==> src/sv/nscp_pkg.sv <==
`timescale 1ns / 1ps
// types, codes and character constants for the network setting command parser
// no dependencies; imported by network_setting_command_parser and its test bench
package nscp_pkg;

	localparam int LINE_MAX_DEF    = 40;
	localparam int ADDR_WINDOW_DEF = 19;
	localparam int MAC_WINDOW_DEF  = 29;

	localparam int POS_W  = 6;
	localparam int ACC_W  = 10;
	localparam int DATA_W = 48;

	typedef enum logic [3:0] {
		PH_WAIT_DASH = 4'd0,
		PH_NO_DASH   = 4'd1,
		PH_LETTER    = 4'd2,
		PH_SPACE     = 4'd3,
		PH_GAP       = 4'd4,
		PH_LEAD      = 4'd5,
		PH_DIGITS    = 4'd6,
		PH_STOPPED   = 4'd7,
		PH_REPORT    = 4'd8,
		PH_MALFORMED = 4'd9
	} phase_t;

	typedef enum logic [2:0] {
		CMD_HELP    = 3'd0,
		CMD_IP      = 3'd1,
		CMD_MAC     = 3'd2,
		CMD_SUBNET  = 3'd3,
		CMD_GATEWAY = 3'd4,
		CMD_PRINT   = 3'd5,
		CMD_NONE    = 3'd6
	} cmd_t;

	typedef enum logic [1:0] {
		ST_OK        = 2'd0,
		ST_NO_DASH   = 2'd1,
		ST_UNKNOWN   = 2'd2,
		ST_MALFORMED = 2'd3
	} status_t;

	localparam logic [4:0] OFF_GATEWAY = 5'd0;
	localparam logic [4:0] OFF_SUBNET  = 5'd4;
	localparam logic [4:0] OFF_IP      = 5'd14;

	localparam logic [2:0] ADDR_TOKENS = 3'd4;
	localparam logic [2:0] MAC_TOKENS  = 3'd6;
	localparam logic [2:0] TOKEN_SAT   = 3'd7;
	localparam logic [1:0] TOKEN_CHARS = 2'd3;

	localparam logic [7:0] CH_NUL   = 8'h00;
	localparam logic [7:0] CH_TAB   = 8'h09;
	localparam logic [7:0] CH_CR    = 8'h0D;
	localparam logic [7:0] CH_SPACE = 8'h20;
	localparam logic [7:0] CH_PLUS  = 8'h2B;
	localparam logic [7:0] CH_DASH  = 8'h2D;
	localparam logic [7:0] CH_DOT   = 8'h2E;
	localparam logic [7:0] CH_ZERO  = 8'h30;
	localparam logic [7:0] CH_NINE  = 8'h39;
	localparam logic [7:0] CH_COLON = 8'h3A;
	localparam logic [7:0] CH_G     = 8'h67;
	localparam logic [7:0] CH_H     = 8'h68;
	localparam logic [7:0] CH_I     = 8'h69;
	localparam logic [7:0] CH_M     = 8'h6D;
	localparam logic [7:0] CH_P     = 8'h70;
	localparam logic [7:0] CH_S     = 8'h73;

	typedef struct packed {
		phase_t           ph;
		logic [1:0]       cc;
		logic [ACC_W-1:0] acc;
		logic             neg;
		logic             dend;
	} tok_t;

	function automatic logic is_digit(input logic [7:0] c);
		return (c >= CH_ZERO) && (c <= CH_NINE);
	endfunction

	function automatic logic is_space(input logic [7:0] c);
		return (c == CH_SPACE) || ((c >= CH_TAB) && (c <= CH_CR));
	endfunction

	// one character into the current token, atoi style
	function automatic tok_t feed(input tok_t t, input logic [7:0] c);
		tok_t             r;
		logic [ACC_W-1:0] d;
		r = t;
		d = ACC_W'(c - CH_ZERO);
		r.cc = t.cc + 2'd1;
		if (t.ph == PH_LEAD) begin
			if (!is_space(c)) begin
				r.ph = PH_DIGITS;
				if (c == CH_DASH || c == CH_PLUS) begin
					r.neg = (c == CH_DASH);
				end else if (is_digit(c)) begin
					r.acc = d;
				end else begin
					r.dend = 1'b1;
				end
			end
		end else if (!t.dend && is_digit(c)) begin
			r.acc = {t.acc[ACC_W-4:0], 3'b000} + {t.acc[ACC_W-2:0], 1'b0} + d;
		end else begin
			r.dend = 1'b1;
		end
		return r;
	endfunction

endpackage

==> src/sv/network_setting_command_parser.sv <==
`timescale 1ns / 1ps
// network setting command parser: up to one character per cycle in, one result per line out
// uses nscp_pkg for phase, command and status codes and the token feed function
// a line end passes the input register and then the result register on its way to m_tvalid
// throughput: one character per cycle, except that a line end waits in the input register
// while the result register holds a result not yet taken; the parse state sets the rate
// reset: arst_n clears the parse state and both valid flags; the octet store is not cleared
module network_setting_command_parser
	import nscp_pkg::*;
#(
	parameter int LINE_MAX    = LINE_MAX_DEF,
	parameter int ADDR_WINDOW = ADDR_WINDOW_DEF,
	parameter int MAC_WINDOW  = MAC_WINDOW_DEF
) (
	input  logic              clk,
	input  logic              arst_n,
	input  logic              s_tvalid,
	output logic              s_tready,
	input  logic [7:0]        s_tdata,  // [7:0] ch
	input  logic              s_tlast,  // line_end
	output logic              m_tvalid,
	input  logic              m_tready,
	// [1:0] status, [4:2] command, [5] store_write, [10:6] store_offset,
	// [18:11] octet_first, [26:19] octet_second, [34:27] octet_third,
	// [42:35] octet_fourth, [47:43] zero
	output logic [DATA_W-1:0] m_tdata
);

	localparam logic [6:0] ADDR_LIM = 7'(ADDR_WINDOW + 3);
	localparam logic [6:0] MAC_LIM  = 7'(MAC_WINDOW + 3);
	localparam logic [6:0] LINE_LIM = 7'(LINE_MAX - 1);

	// input register
	logic       valid_s1;
	logic [7:0] ch_s1;
	logic       last_s1;
	logic       advance;

	// parse state
	phase_t           phase_q;
	cmd_t             cmd_q;
	logic [POS_W-1:0] pos_q;
	logic [2:0]       cnt_q;
	tok_t             tok_q;
	logic [7:0]       store_q [4];

	// result register
	logic             out_valid_q;
	logic [DATA_W-1:0] out_data_q;

	assign advance  = valid_s1 && (!last_s1 || !out_valid_q || m_tready);
	assign s_tready = !valid_s1 || advance;
	assign m_tvalid = out_valid_q;
	assign m_tdata  = out_data_q;

	always_ff @(posedge clk or negedge arst_n) begin
		if (!arst_n) begin
			valid_s1 <= 1'b0;
		end else if (s_tready) begin
			valid_s1 <= s_tvalid;
		end
	end

	always_ff @(posedge clk) begin
		if (s_tready && s_tvalid) begin
			ch_s1   <= s_tdata;
			last_s1 <= s_tlast;
		end
	end

	// next state
	phase_t           ph_n;
	cmd_t             cmd_n;
	logic [POS_W-1:0] pos_n;
	logic [2:0]       cnt_n;
	tok_t             tok_n;
	tok_t             tok_fresh;
	logic             stop;
	logic             byte_fin;
	logic             do_fin;
	logic             wr_en;
	logic [1:0]       wr_idx;
	logic [7:0]       wr_val;
	logic             is_mac;
	logic             is_addr;
	logic [7:0]       sep;
	logic [6:0]       pos_x;
	phase_t           ph_f;

	assign is_mac  = (cmd_q == CMD_MAC);
	assign is_addr = (cmd_q == CMD_IP) || (cmd_q == CMD_SUBNET) || (cmd_q == CMD_GATEWAY);
	assign sep     = is_mac ? CH_COLON : CH_DOT;
	assign pos_x   = {1'b0, pos_q};

	always_comb begin
		ph_n      = phase_q;
		cmd_n     = cmd_q;
		pos_n     = pos_q;
		cnt_n     = cnt_q;
		tok_n     = tok_q;
		stop      = 1'b0;
		byte_fin  = 1'b0;
		tok_fresh = '{ph: PH_LEAD, cc: 2'd0, acc: '0, neg: 1'b0, dend: 1'b0};
		case (phase_q)
			PH_WAIT_DASH: begin
				if (ch_s1 == CH_NUL) begin
					ph_n = PH_NO_DASH;
				end else if (ch_s1 == CH_DASH) begin
					ph_n  = PH_LETTER;
					pos_n = POS_W'(1);
				end
			end
			PH_LETTER: begin
				ph_n = PH_SPACE;
				case (ch_s1)
					CH_H: begin
						cmd_n = CMD_HELP;
						ph_n  = PH_REPORT;
					end
					CH_P: begin
						cmd_n = CMD_PRINT;
						ph_n  = PH_REPORT;
					end
					CH_I: cmd_n = CMD_IP;
					CH_S: cmd_n = CMD_SUBNET;
					CH_G: cmd_n = CMD_GATEWAY;
					CH_M: cmd_n = CMD_MAC;
					default: begin
						cmd_n = CMD_NONE;
						ph_n  = PH_REPORT;
					end
				endcase
				pos_n = pos_q + POS_W'(1);
			end
			PH_SPACE: begin
				ph_n  = (ch_s1 == CH_SPACE) ? PH_GAP : PH_MALFORMED;
				pos_n = pos_q + POS_W'(1);
			end
			PH_GAP, PH_LEAD, PH_DIGITS: begin
				// a zero byte, the window and the line length bound end the text
				if (ch_s1 == CH_NUL || pos_x < 7'd3 || pos_x >= (is_mac ? MAC_LIM : ADDR_LIM)
						|| pos_x >= LINE_LIM) begin
					stop     = 1'b1;
					byte_fin = 1'b1;
				end else if (is_addr && pos_x == 7'd3 && !is_digit(ch_s1)) begin
					ph_n = PH_MALFORMED;
				end else if (phase_q == PH_GAP) begin
					if (ch_s1 != sep) begin
						if (cnt_q != TOKEN_SAT) begin
							cnt_n = cnt_q + 3'd1;
						end
						tok_n = feed(tok_fresh, ch_s1);
						ph_n  = tok_n.ph;
					end
				end else if (ch_s1 == sep) begin
					byte_fin = 1'b1;
				end else if (tok_q.cc < TOKEN_CHARS) begin
					tok_n = feed(tok_q, ch_s1);
					ph_n  = tok_n.ph;
				end
				if (pos_q != {POS_W{1'b1}}) begin
					pos_n = pos_q + POS_W'(1);
				end
			end
			default: ;
		endcase

		// close the open token on a separator, a stop or the end of the line
		do_fin = (byte_fin || last_s1) && (ph_n == PH_LEAD || ph_n == PH_DIGITS);
		wr_en  = do_fin && is_addr && cnt_n >= 3'd1 && cnt_n <= ADDR_TOKENS;
		wr_idx = 2'(cnt_n - 3'd1);
		wr_val = tok_n.neg ? (8'd0 - tok_n.acc[7:0]) : tok_n.acc[7:0];
		if (stop) begin
			ph_f = PH_STOPPED;
		end else if (do_fin) begin
			ph_f = PH_GAP;
		end else begin
			ph_f = ph_n;
		end
		tok_n.ph = ph_f;
	end

	// result of a completed line
	status_t    res_status;
	cmd_t       res_cmd;
	logic       res_wr;
	logic [4:0] res_off;
	logic [7:0] oct [4];

	always_comb begin
		for (int k = 0; k < 4; k++) begin
			oct[k] = (wr_en && wr_idx == 2'(k)) ? wr_val : store_q[k];
		end
		res_status = ST_OK;
		res_cmd    = cmd_n;
		res_wr     = 1'b0;
		res_off    = OFF_GATEWAY;
		case (ph_f)
			PH_WAIT_DASH, PH_NO_DASH: begin
				res_status = ST_NO_DASH;
				res_cmd    = CMD_NONE;
			end
			PH_LETTER: begin
				res_status = ST_UNKNOWN;
				res_cmd    = CMD_NONE;
			end
			PH_REPORT: begin
				res_status = (cmd_n == CMD_NONE) ? ST_UNKNOWN : ST_OK;
			end
			PH_GAP, PH_STOPPED: begin
				if (cmd_n == CMD_MAC) begin
					res_status = (cnt_n == MAC_TOKENS) ? ST_OK : ST_MALFORMED;
				end else if (cnt_n == ADDR_TOKENS) begin
					res_wr = 1'b1;
					if (cmd_n == CMD_GATEWAY) begin
						res_off = OFF_GATEWAY;
					end else if (cmd_n == CMD_SUBNET) begin
						res_off = OFF_SUBNET;
					end else begin
						res_off = OFF_IP;
					end
				end else begin
					res_status = ST_MALFORMED;
				end
			end
			default: res_status = ST_MALFORMED;
		endcase
	end

	always_ff @(posedge clk or negedge arst_n) begin
		if (!arst_n) begin
			phase_q <= PH_WAIT_DASH;
			cmd_q   <= CMD_NONE;
			pos_q   <= '0;
			cnt_q   <= '0;
			tok_q   <= '{ph: PH_WAIT_DASH, cc: 2'd0, acc: '0, neg: 1'b0, dend: 1'b0};
		end else if (advance) begin
			if (last_s1) begin
				phase_q <= PH_WAIT_DASH;
				cmd_q   <= CMD_NONE;
				pos_q   <= '0;
				cnt_q   <= '0;
				tok_q   <= '{ph: PH_WAIT_DASH, cc: 2'd0, acc: '0, neg: 1'b0, dend: 1'b0};
			end else begin
				phase_q <= ph_f;
				cmd_q   <= cmd_n;
				pos_q   <= pos_n;
				cnt_q   <= cnt_n;
				tok_q   <= tok_n;
			end
		end
	end

	always_ff @(posedge clk) begin
		if (advance && wr_en) begin
			store_q[wr_idx] <= wr_val;
		end
	end

	always_ff @(posedge clk or negedge arst_n) begin
		if (!arst_n) begin
			out_valid_q <= 1'b0;
		end else if (advance && last_s1) begin
			out_valid_q <= 1'b1;
		end else if (m_tready) begin
			out_valid_q <= 1'b0;
		end
	end

	always_ff @(posedge clk) begin
		if (advance && last_s1) begin
			out_data_q <= {5'd0,
				res_wr ? oct[3] : 8'd0,
				res_wr ? oct[2] : 8'd0,
				res_wr ? oct[1] : 8'd0,
				res_wr ? oct[0] : 8'd0,
				res_off, res_wr, res_cmd, res_status};
		end
	end

endmodule

==> config.mk <==
export PLATFORM = sky130hd
export DESIGN_NAME = network_setting_command_parser
export DESIGN_NICKNAME = d
export VERILOG_FILES = /design/src/sv/nscp_pkg.sv /design/src/sv/network_setting_command_parser.sv
export SDC_FILE = /design/constraint.sdc
export NUM_CORES = 1
export LEC_CHECK = 0
export ABC_AREA = 0
export BUFFER_PORTS_ARGS = -buffer_cell sky130_fd_sc_hd__buf_2
export CORE_ASPECT_RATIO = 1.5
export CORE_MARGIN = 3
export CORE_UTILIZATION = 60
export DETAILED_ROUTE_END_ITERATION = 8
export HOLD_SLACK_MARGIN = 0.05
export PLACE_DENSITY = 0.81
export SLEW_MARGIN = 20
export SYNTH_ARGS = -nofsm -noshare
export SYNTH_HDL_FRONTEND = slang
export SYNTH_SLANG_ARGS = --single-unit
==> constraint.sdc <==
create_clock -name clk -period 8.75 [get_ports clk]
set_input_delay 0.4375 -clock clk [delete_from_list [all_inputs] [get_ports clk]]
set_output_delay 0.4375 -clock clk [all_outputs]
set_load 0.02 [all_outputs]
After elaboration in Yosys (flattened, before gate mapping)
Memory sizes are Yosys's and may differ from the RTL's. A register that Yosys moved wholly into a read port is not among the register bits.
Index checks and enable logic that the tools add are counted.
W data, S select, Z words.
{ "op_classes": {"n_addsub": 8, "order_cmp": 10, "muxes": 80, "n_bitwise": 2, "reduce_logical": 53, "n_eq_ne": 49} }
{ "op_table": {"columns": ["cell", "count"], "rows": [
  ["$mux W14", 7],
  ["$mux W4", 16],
  ["$mux W10", 6],
  ["$eq A8 B7 Y1 const B", 6],
  ["$eq A4 B3 Y1 const B", 8],
  ["$mux W6", 5],
  ["$mux W3", 9],
  ["$eq A8 B6 Y1 const B", 3],
  ["$mux W12", 2],
  ["$mux W1", 23],
  ["$reduce_and A11 Y1", 2],
  ["$add A10 B10 Y10", 2],
  ["$mux W18", 1],
  ["$pmux W3 S6", 1],
  ["$pmux W6 S3", 1],
  ["$ne A4 B4 Y1 const B", 4],
  ["$pmux W4 S4", 1],
  ["$eq A3 B3 Y1 const B", 5],
  ["$ne A3 B3 Y1 const B", 5],
  ["$logic_and A1 B1 Y1", 13],
  ["$eq A3 B2 Y1 const B", 4],
  ["$eq A4 B2 Y1 const B", 3],
  ["$logic_or A1 B1 Y1", 12],
  ["$mux W2", 5],
  ["other kinds (41)", 58]
]} }
{ "word_totals": {"output_inout_bits": 50, "in_bits": 13, "reg_bits": 55, "mem_count": 1, "mem_bits_rw": 32} }
{ "mem_list": {"columns": ["name", "words", "word_bits", "read_ports", "rd_ports_with_merged_regs", "write_ports", "line_no", "text"], "rows": [
  ["store_q", 4, 8, 4, 4, 1, "network_setting_command_parser.sv:45", "logic [7:0] store_q [4];"]
]} }

Depth between registers and ports, before layout
{ "depth": {"ltp_word": 20, "ltp_mapped": 17, "depth_no_buf": 15} }

Worst setup path after synthesis
No wires, ideal clock.
{ "synth_path": {"path_kind": "register to register", "startpoint": "register cmd_q[1]", "endpoint": "memory store_q[2][0], enable pin", "required_ps": 8367, "slack_ps": 4539, "synth_period_minus_slack_ps": 4211, "path_stages_with_launch": 14, "setup_ps": 383, "arrival_time_ps": 3827, "path_cell_list": "dfstp_2 nor3b_4 inv_1 ha_1 and3b_1 a2111oi_1 o211a_1 buf_2 a21oi_1 a311oi_2 nor3b_2 mux2i_1 or3_1 nor3_1"} }
{ "synth_via": {"elab_chain_cells": 17, "elab_cells_between_ends": 45, "classes_between": "add/sub: 1; order compare: 3; eq/ne: 8; mux: 20; reduce/logical: 13"} }
{ "synth_rtl": {"columns": ["element", "line_no", "text"], "rows": [
  ["start: declaration", "network_setting_command_parser.sv:41", "cmd_t cmd_q;"],
  ["start signal: assignment", "network_setting_command_parser.sv:246", "cmd_q <= cmd_n;"],
  ["$eq A3 B2 Y1 (tied with other cells)", "network_setting_command_parser.sv:90", "assign is_mac = (cmd_q == CMD_MAC);"],
  ["$mux W5 / $logic_or A1 B1 Y1 (equally long branches)", "network_setting_command_parser.sv:92, network_setting_command_parser.sv:91", null],
  ["$eq A8 B6 Y1 (tied with other cells)", "network_setting_command_parser.sv:155", "end else if (ch_s1 == sep) begin"],
  ["$mux W4 (tied with other cells)", "network_setting_command_parser.sv:155", null],
  ["$mux W4 / $logic_and A1 B1 Y1 (equally long branches)", "network_setting_command_parser.sv:147, network_setting_command_parser.sv:145", null],
  ["$mux W4", "network_setting_command_parser.sv:145", "end else if (is_addr && pos_x == 7'd3 && !is_digit(ch_s1)) begin"],
  ["$mux W4", "network_setting_command_parser.sv:141", "if (ch_s1 == CH_NUL || pos_x < 7'd3 || pos_x >= (is_mac ? MAC_LIM : ADDR_LIM)"],
  ["$pmux W4 S4", "network_setting_command_parser.sv:104", "case (phase_q)"],
  ["$eq A4 B3 Y1", "network_setting_command_parser.sv:169", "do_fin = (byte_fin || last_s1) && (ph_n == PH_LEAD || ph_n == PH_DIGITS);"],
  ["$logic_or A1 B1 Y1", "network_setting_command_parser.sv:169", null],
  ["$logic_and A1 B1 Y1", "network_setting_command_parser.sv:169", null],
  ["$logic_and A1 B1 Y1 (3 in a row)", "network_setting_command_parser.sv:170", "wr_en = do_fin && is_addr && cnt_n >= 3'd1 && cnt_n <= ADDR_TOKENS;"],
  ["$logic_and A1 B1 Y1", "network_setting_command_parser.sv:255", "if (advance && wr_en) begin"],
  ["$mux W1", "network_setting_command_parser.sv:255", null],
  ["$mux W1 (implied by the code)", "network_setting_command_parser.sv:256", "store_q[wr_idx] <= wr_val;"],
  ["end: declaration", "network_setting_command_parser.sv:45", null]
]} }
Several ways; a longest one is shown, not always the timed one.

Worst setup path after layout
{ "layout_path": {"startpoint": "register cmd_q[1]", "endpoint": "memory store_q[0][0], enable pin"} }
Same word-level chain as after synthesis.

==> results.ini <==
[synthesis]
yosys_most_used_dff = edfxtp_1
synth.avg_cell_area_um2 = 10.4
synth_cells = 627
ys.warnings.count = 0
synth_edf_count = 81
synth_area_leaders = edfxtp_1 (37%), dfrtp_1 (11%), ha_1 (3.4%)
synthArstFlopShare_pct = 27.0
synth.most_common_cell = edfxtp_1
synth.top_cell.area_share_pct = 37.2
syn_area_mm2 = 0.00654
ys_seq_elements = 111
ys_types = 83
yosysSeqAreaShare_pct = 48.7
synthTopCellsByCount = edfxtp_1 (81), nand2_1 (55), nor2_1 (36), o21ai_0 (36), inv_1 (34)
yosysTopAreaCell = edfxtp_1

[final_layout]
n_antenna_cell = 0
final_cells = 815
design_area_mm2 = 0.00717
layout.nets = 702
syn2layout_area_growth_pct = 9.63
drive_above_1_share_pct = 15.2

[timing]
slew_viol_final = 0
fin_crit_sh_pct = 56.6
finalSetupTns_ns = 0
setup-violations-final = 0
hold_viol_final = 0
timing.slew.headroom_pct = 27.6
fmax_mhz = 202
finalCriticalPeriod_ns = 4.95
fin_skew_ns = 0.00599
rsz0062_at_grt = no
tightest_slew_ns = 1.08

[job]
cap_violations = 0

[global_route]
grt.total_usage_pct = 27.6
grt_pass1_wl_um = 26300
grt-ovfl-total = 0
grt_start_max_net_pins = 42
grt_antenna_before_repair = 0
first_global_vias = 5119

[routing]
vias = 5248
top_layer_used = met4
avgRoutedWirePerCell_um = 20.2
drc = 0
wl_met3_um = 1050
drt-met1-wl_um = 5960
drt_iter0_markers = 383
antenna_left = 0
viasPerCell = 6.44
first_pass_iters = 5
drt_wl_total_um = 16500
wl_met2_um = 8600

[pwr]
p_total_w = 0.00110
p_leak_nw = 2.81
power.density_mw_per_mm2 = 153
ir_drop_mv = 0.110

[critical_path]
r2r-end = store_q[0][0]$_DFFE_PP_
worstSetupStartpointType = register
critPathCaptureType = register
ff2ff_setup_slack_ns = 3.80
arrival_ns = 4.92
crit_type = register to register
r2r-start = cmd_q[1]$_DFFE_PN1P_
rr_worst_depth = 12
cp.required_ns = 8.72
path_max_fanout = 10

[outcome]
outcome = completed

[cts]
clkSinkCount = 111
holdBufCountCts = 0
cts_htree_levels = 3
cts_tree = yes
cts_setup_buffers = 0
clk_pin_slew_ns = 0.07
post_cts_resized = 0
clk_path_buf_depth = 2
numCtsBuffers = 9
cts_root_buf = clkbuf_16
clock_latency_ns = 0.35

[die]
dieArea_mm2 = 0.0122
die_y_um = 134
pin_count = 63
die_x_um = 91.2
rows = 46
core-area_mm2 = 0.0106
initial_core_util_pct = 61.7

[placed_design]
gp_congestion = 1.03
dp_hpwl_um = 12200
dp_cells = 799
io_buffers = 55
dpl_cell_area_mm2 = 0.00686

[worst_hold_path]
worstHoldPathType = input pin to asynchronous set/reset pin

[cells by family after synthesis]
family,after synthesis,share of synthesized area [%]
AO/OA/AOI/OAI,168,17.9
multiplexers,13,2.11
adder cells (fa/ha/maj),23,4.98
other,1,0.0574
flip-flops,111,48.7
buffers and inverters,70,4.65
AND/OR/NAND/NOR,222,19.0
XOR/XNOR,19,2.55
[stage by stage]
stage | setup WS, ns | hold slack (ns) | utilization [%]
global route | 3.43 | 0.180 | 67.7
floorplan | 4.54 | 0.142 | -
global placement | 4.14 | 0.463 | 64.8
CTS | 3.82 | 0.161 | 67.7
detailed placement | 3.85 | 0.477 | 64.8
finish | 3.80 | 0.137 | 67.7
[per-layer routing]
metal	global-route usage, %	vias up
met5	0	-
met3	4.10	75
li1	-	2384
met4	15.0	0
met1	31.8	2490
met2	49.2	299
[worst max-delay path: stages (launching register included)]
cell and delay, ns:
dfstp_2 0.56, nor3b_4 0.31, inv_1 0.11, ha_1 0.28, and3b_1 0.18, a2111oi_1 0.55, o211a_1 0.43, a21oi_1 0.12
a311oi_2 0.27, nor3b_2 0.25, mux2i_1 0.21, or3_1 0.45, nor3_1 0.84
[flip-flops by register name (all words and copies together) (netlist names), 3 cells and up]
register / flops
ch_s1: 8
cmd_q: 3
cnt_q: 3
m_tdata: 40
phase_q: 4
pos_q: 6
store_q: 32
tok_q: 12
[final cells by class]
type                    count  area [um^2]
clock buffers              10          229
inverters                  34          128
clock inverters             6         76.3
well taps                 144          180
fillers                   835         3420
flip-flops and latches    111         3190
multi-input cells         452         3070
repair buffers             58          298
[power by group]
part	total (W)	switching, W	internal [W]	leakage (nW)
Clock	0.000421	0.000194	0.000227	0.150
Combinational	0.0000871	0.0000608	0.0000263	1.49
Sequential	0.000590	0.0000151	0.000575	1.17
[placed cells by master, fill, tap and decap left out, drive strengths merged, types with 6 or more instances in the layout]
master / count
o211ai: 6
edfxtp: 81
nor3b: 9
xnor2: 14
and3: 6
ha: 18
dfrtp: 28
inv: 37
a211oi: 6
clkbuf: 10
o22ai: 16
mux2i: 10
o31ai: 7
nand2b: 9
nor3: 14
a21oi: 32
conb: 7
a31oi: 9
nor2: 36
nor2b: 12
buf: 58
o21ai: 42
and2: 29
nand2: 56
nand3: 22
[how the worst max path moves through the flow]
stage                                     from                        end  slack, ns  cells after the start
final                     cmd_q[1]$_DFFE_PN1P_    store_q[0][0]$_DFFE_PP_       3.80                     12
after global routing      cmd_q[1]$_DFFE_PN1P_  m_tdata[41]$_SDFFCE_PN0P_       3.43                     13
after CTS                 cmd_q[1]$_DFFE_PN1P_    store_q[0][1]$_DFFE_PP_       3.82                     12
after detailed placement  cmd_q[1]$_DFFE_PN1P_    store_q[0][5]$_DFFE_PP_       3.85                     12
after global placement    cmd_q[1]$_DFFE_PN1P_    store_q[0][5]$_DFFE_PP_       4.14                     12
after floorplan           cmd_q[1]$_DFFE_PN1P_    store_q[2][0]$_DFFE_PP_       4.54                     13
Power figures use the tool's default switching activity.
